[src/rtl/bmm_pkg.sv]
// Shared constants and codes for the blocked matrix multiply core.
// Used by bmm_mac and blocked_matrix_multiply_core; depends on nothing.
`default_nettype none

package bmm_pkg;

  // Matrix geometry: a square DIM x DIM matrix, one word per element.
  localparam int DIM    = 64;
  localparam int IDX_W  = $clog2(DIM);
  localparam int ADDR_W = 2 * IDX_W;
  localparam int END_W  = IDX_W + 1;
  localparam int WORD_W = 32;

  // Block edge register.
  localparam int EDGE_W = 7;
  localparam logic [EDGE_W-1:0] EDGE_RESET = EDGE_W'(32);
  localparam int SUM_W = ((IDX_W > EDGE_W) ? IDX_W : EDGE_W) + 1;

  // Action codes carried on tuser.
  localparam int ACT_W = 2;
  localparam logic [ACT_W-1:0] ACT_WR_A = 2'd0;
  localparam logic [ACT_W-1:0] ACT_WR_B = 2'd1;
  localparam logic [ACT_W-1:0] ACT_CMP  = 2'd2;
  localparam logic [ACT_W-1:0] ACT_RD_C = 2'd3;

  // Input tdata layout: row, col, value, padded to whole bytes.
  localparam int IN_FIELDS_W = 2 * IDX_W + WORD_W;
  localparam int IN_DATA_W   = ((IN_FIELDS_W + 7) / 8) * 8;

endpackage

`default_nettype wire

[src/rtl/bmm_mac.sv]
// Shared multiply-accumulate unit: one registered 32x32 product, one accumulator.
// Depends on bmm_pkg for the word width.
`default_nettype none

module bmm_mac (
  input  wire logic                       clk,
  input  wire logic                       rst_n,
  input  wire logic                       clr,
  input  wire logic                       in_valid,
  input  wire logic [bmm_pkg::WORD_W-1:0] a,
  input  wire logic [bmm_pkg::WORD_W-1:0] b,
  output logic      [bmm_pkg::WORD_W-1:0] acc
);

  logic [2*bmm_pkg::WORD_W-1:0] full_prod;
  logic [bmm_pkg::WORD_W-1:0]   prod_r;
  logic                         prod_v_r;
  logic [bmm_pkg::WORD_W-1:0]   acc_r;

  // Only the low word of the product matters, since sums wrap modulo 2^32.
  assign full_prod = a * b;

  // Product stage.
  always_ff @(posedge clk) begin
    if (!rst_n) begin
      prod_v_r <= 1'b0;
    end else begin
      prod_v_r <= in_valid;
    end
    prod_r <= full_prod[bmm_pkg::WORD_W-1:0];
  end

  // Accumulate stage; a clear wins over a late product of the previous element.
  always_ff @(posedge clk) begin
    if (clr) begin
      acc_r <= '0;
    end else if (prod_v_r) begin
      acc_r <= acc_r + prod_r;
    end
  end

  assign acc = acc_r;

endmodule

`default_nettype wire

[config.mk]
export PLATFORM = sky130hd
export DESIGN_NAME = bmm_mac
export DESIGN_NICKNAME = d
export VERILOG_FILES = /design/src/rtl/bmm_pkg.sv /design/src/rtl/bmm_mac.sv
export SDC_FILE = /design/constraint.sdc
export NUM_CORES = 1
export LEC_CHECK = 0
export BUFFER_PORTS_ARGS = -buffer_cell sky130_fd_sc_hd__buf_2
export CORE_ASPECT_RATIO = 0.5
export CORE_UTILIZATION = 45
export DETAILED_ROUTE_END_ITERATION = 10
export SLEW_MARGIN = 20
export SYNTH_ARGS = -nofsm -noshare
export SYNTH_HDL_FRONTEND = slang
export SYNTH_SLANG_ARGS = --single-unit
[constraint.sdc]
create_clock -name clk -period 14.8 [get_ports clk]
set_input_delay 0.74 -clock clk [delete_from_list [all_inputs] [get_ports clk]]
set_output_delay 0.74 -clock clk [all_outputs]
set_load 0.02 [all_outputs]
==> results.toml <==
[clocking]
cts_buffer_depth = 2
post_cts_buffers = 0
clkTransAtPathRegs_ps = 60
cts_resized = 0
cts_tree = "yes"
clock-sinks = 65
clock-root-buffer = "clkbuf_16"
h-tree-depth = 3
numCtsBuffers = 9
holdBufCountCts = 0
clkLatencyLatePin_ps = 330

[timing]
hold_viol = 0
drv_slew = 0
post-route-period-util = 0.494
finalCriticalPeriod_ps = 7310
rsz0062_at_grt = "false"
setup_viol = 0
max_freq_mhz = 137
slew_headroom = 0.463
skew_ps = 11.9
tns_ps = 0
worstMarginPinSlew_ps = 805

[worst_setup_path]
required_ps = 15000
crit_chain = "buf_2 > and2_1 > fa_1 > fa_1 > inv_1 > fa_1 > inv_1 > fa_1 > inv_1 > fa_1 > fa_1 > fa_1 > fa_1 > inv_1 > ha_1 > a21o_1 > or3_1 > a311o_1 > a31oi_1 > o21bai_1 > xor2_1"
start_kind = "primary input"
cp.arrival_ps = 7510
endpoint_kind = "flip-flop"
crit_family = "adder cells"
cpMaxStageDelayCell = "fa_1"
crit_buf_inv = 5
cpPeakStageDelay_ps = 640
cp_common_cell = "fa_1"
worstSetupPathType = "primary input to flip-flop"
worstPathMaxFanout = 23

[global_route]
grt_max_degree = 39
grt_pass1_wl_mm = 80.4
overflow = 0
track_usage = 0.238
grt_pass1_vias = 14798
antenna_found_initial = 3

[yosys]
synth-seq-cells = 65
yosys_warnings = 0
async_flop_share = 0
ys.flop_type = "dfxtp_1"
synth-edff-count = 0
synth_area_per_cell_um2 = 8.96
synth-seq-area-share = 0.0683
synthCells = 2127
synth_area_um2 = 19100
synthDistinctLibCells = 57
syn-num-nets = 2758

[floorplanning]
die_y_um = 148
core-area_um2 = 41100
die-area_um2 = 43200
row_count = 52
io_pins = 100
die_w_um = 293
initial_core_util = 0.464

[final_layout]
n_fill_cell = 3969
instances_no_fill = 2711
area_delta_synth_final_pct = 5.90
fin_nets = 2769
drive_above_1_share = 0.0588

[placement]
dp.cells = 2694
dp_hpwl_mm = 38.6
place.gp.congestion = 0.849
port_buffers = 99

[outcome]
outcome = "finished clean"

[drt]
initialDrtViolationCount = 819
dr.pass1.iters = 5
drc = 0
avgRoutedWirePerCell_um = 17.9
wl_mm = 48.6
viasPerCell = 5.07
ant_nets = 0
vias = 13752

[flow_run]
drv_cap = 0

[hold_path]
worst_hold_path_type = "flip-flop to flip-flop"
cells in the mapped netlist (27+ instances only):
cell / n / share of area
xnor2_1: 81 / 0.037
and2_1: 275 / 0.090
nor2_1: 54 / 0.011
ha_1: 154 / 0.10
nand2_1: 295 / 0.058
inv_1: 405 / 0.080
o21ai_0: 27 / 0.0071
clkbuf_1: 99 / 0.019
a21oi_1: 48 / 0.013
dfxtp_1: 65 / 0.068
fa_1: 409 / 0.43
cell type report:
cell class | count | area, µm² | share of cell area
repair buffers | 101 | 510 | 0.0253
flip-flops and latches | 65 | 1300 | 0.0645
multi-input cells | 1556 | 15900 | 0.786
clock buffers | 10 | 239 | 0.0118
clock inverters | 6 | 42.5 | 0.00211
inverters | 405 | 1520 | 0.0753
diodes | 1 | 2.50 | 0.000124
well taps | 567 | 709 | 0.0351
state kept, by name (all words and copies together), names as in the netlist:
name / flops
acc: 32
prod_r: 32
prod_v_r: 1
metrics by stage:
step                      hold slack [ps]  utilization  worst slack (ps)  instance area [µm²]
after floorplan                       551            -              7710                19100
after global placement                476        0.485              7170                19900
after detailed placement              487        0.485              7180                19900
after CTS                             496        0.492              7540                20200
after global routing                  532        0.492              7250                20200
final                                 494        0.492              7490                20200
worst reg2reg max path, cell delays in order (launching register included):
cell and delay (ps):
dfxtp_1 340, ha_1 200, inv_1 60, fa_1 410
nor2b_1 160, o31a_1 230, o211ai_2 130, nand3_2 150
o22ai_1 130, o31ai_1 470, a221oi_1 160, or3_1 320
a311oi_1 240
routing by layer:
layer  vias up  wire (µm)  track usage
li1       6434          -            -
met1      6944      23300        0.341
met2       305      21700        0.383
met3        69       2690       0.0353
met4         0        946       0.0503
met5         -          0            0
worst paths after layout:
| check | start | endpoint | slack [ps] | depth (start not counted) |
|---|---|---|---|---|
| min | acc[27] | acc[27] | 490 | 2 |
| max reg2reg | acc[0] | acc[30] | 11710 | 12 |
| max | b[9] | prod_r[30] | 7490 | 21 |
| min reg2reg | acc[27] | acc[27] | 490 | 2 |
logic make-up (layout without fill, tap and decap cells):
kind of cell / Yosys count / in the layout / share of synthesized area
and+or+nand+nor: 692 / 692 / 0.181
adders and majority gates: 563 / 563 / 0.531
buffers and inverters: 506 / 522 / 0.0996
AOI/OAI and AO/OA: 181 / 181 / 0.0642
xor gates and xnor gates: 105 / 105 / 0.0482
DFF: 65 / 65 / 0.0683
muxes: 15 / 15 / 0.00794
other: 0 / 1 / 0
cells in the final DEF (no fill, tap or decap), types with 4 or more instances in the layout:
cell,n
nand3_1,15
nor2_1,54
fa_1,409
ha_1,154
or3_1,8
and4_1,4
dfxtp_1,65
a21o_1,24
xnor2_1,81
o21ai_0,27
nand2_1,295
inv_1,405
a21oi_1,48
nand4_1,7
nor2b_1,4
and2_1,275
clkbuf_16,9
a31oi_1,6
nand2b_1,7
o21a_1,18
a211oi_1,9
o31ai_1,4
o21bai_1,8
buf_2,99
nor3_1,11
xor2_1,24
mux2i_1,14
Power is not shown: default switching activity piles up to over one toggle a cycle in this logic, so the estimate is an artifact.
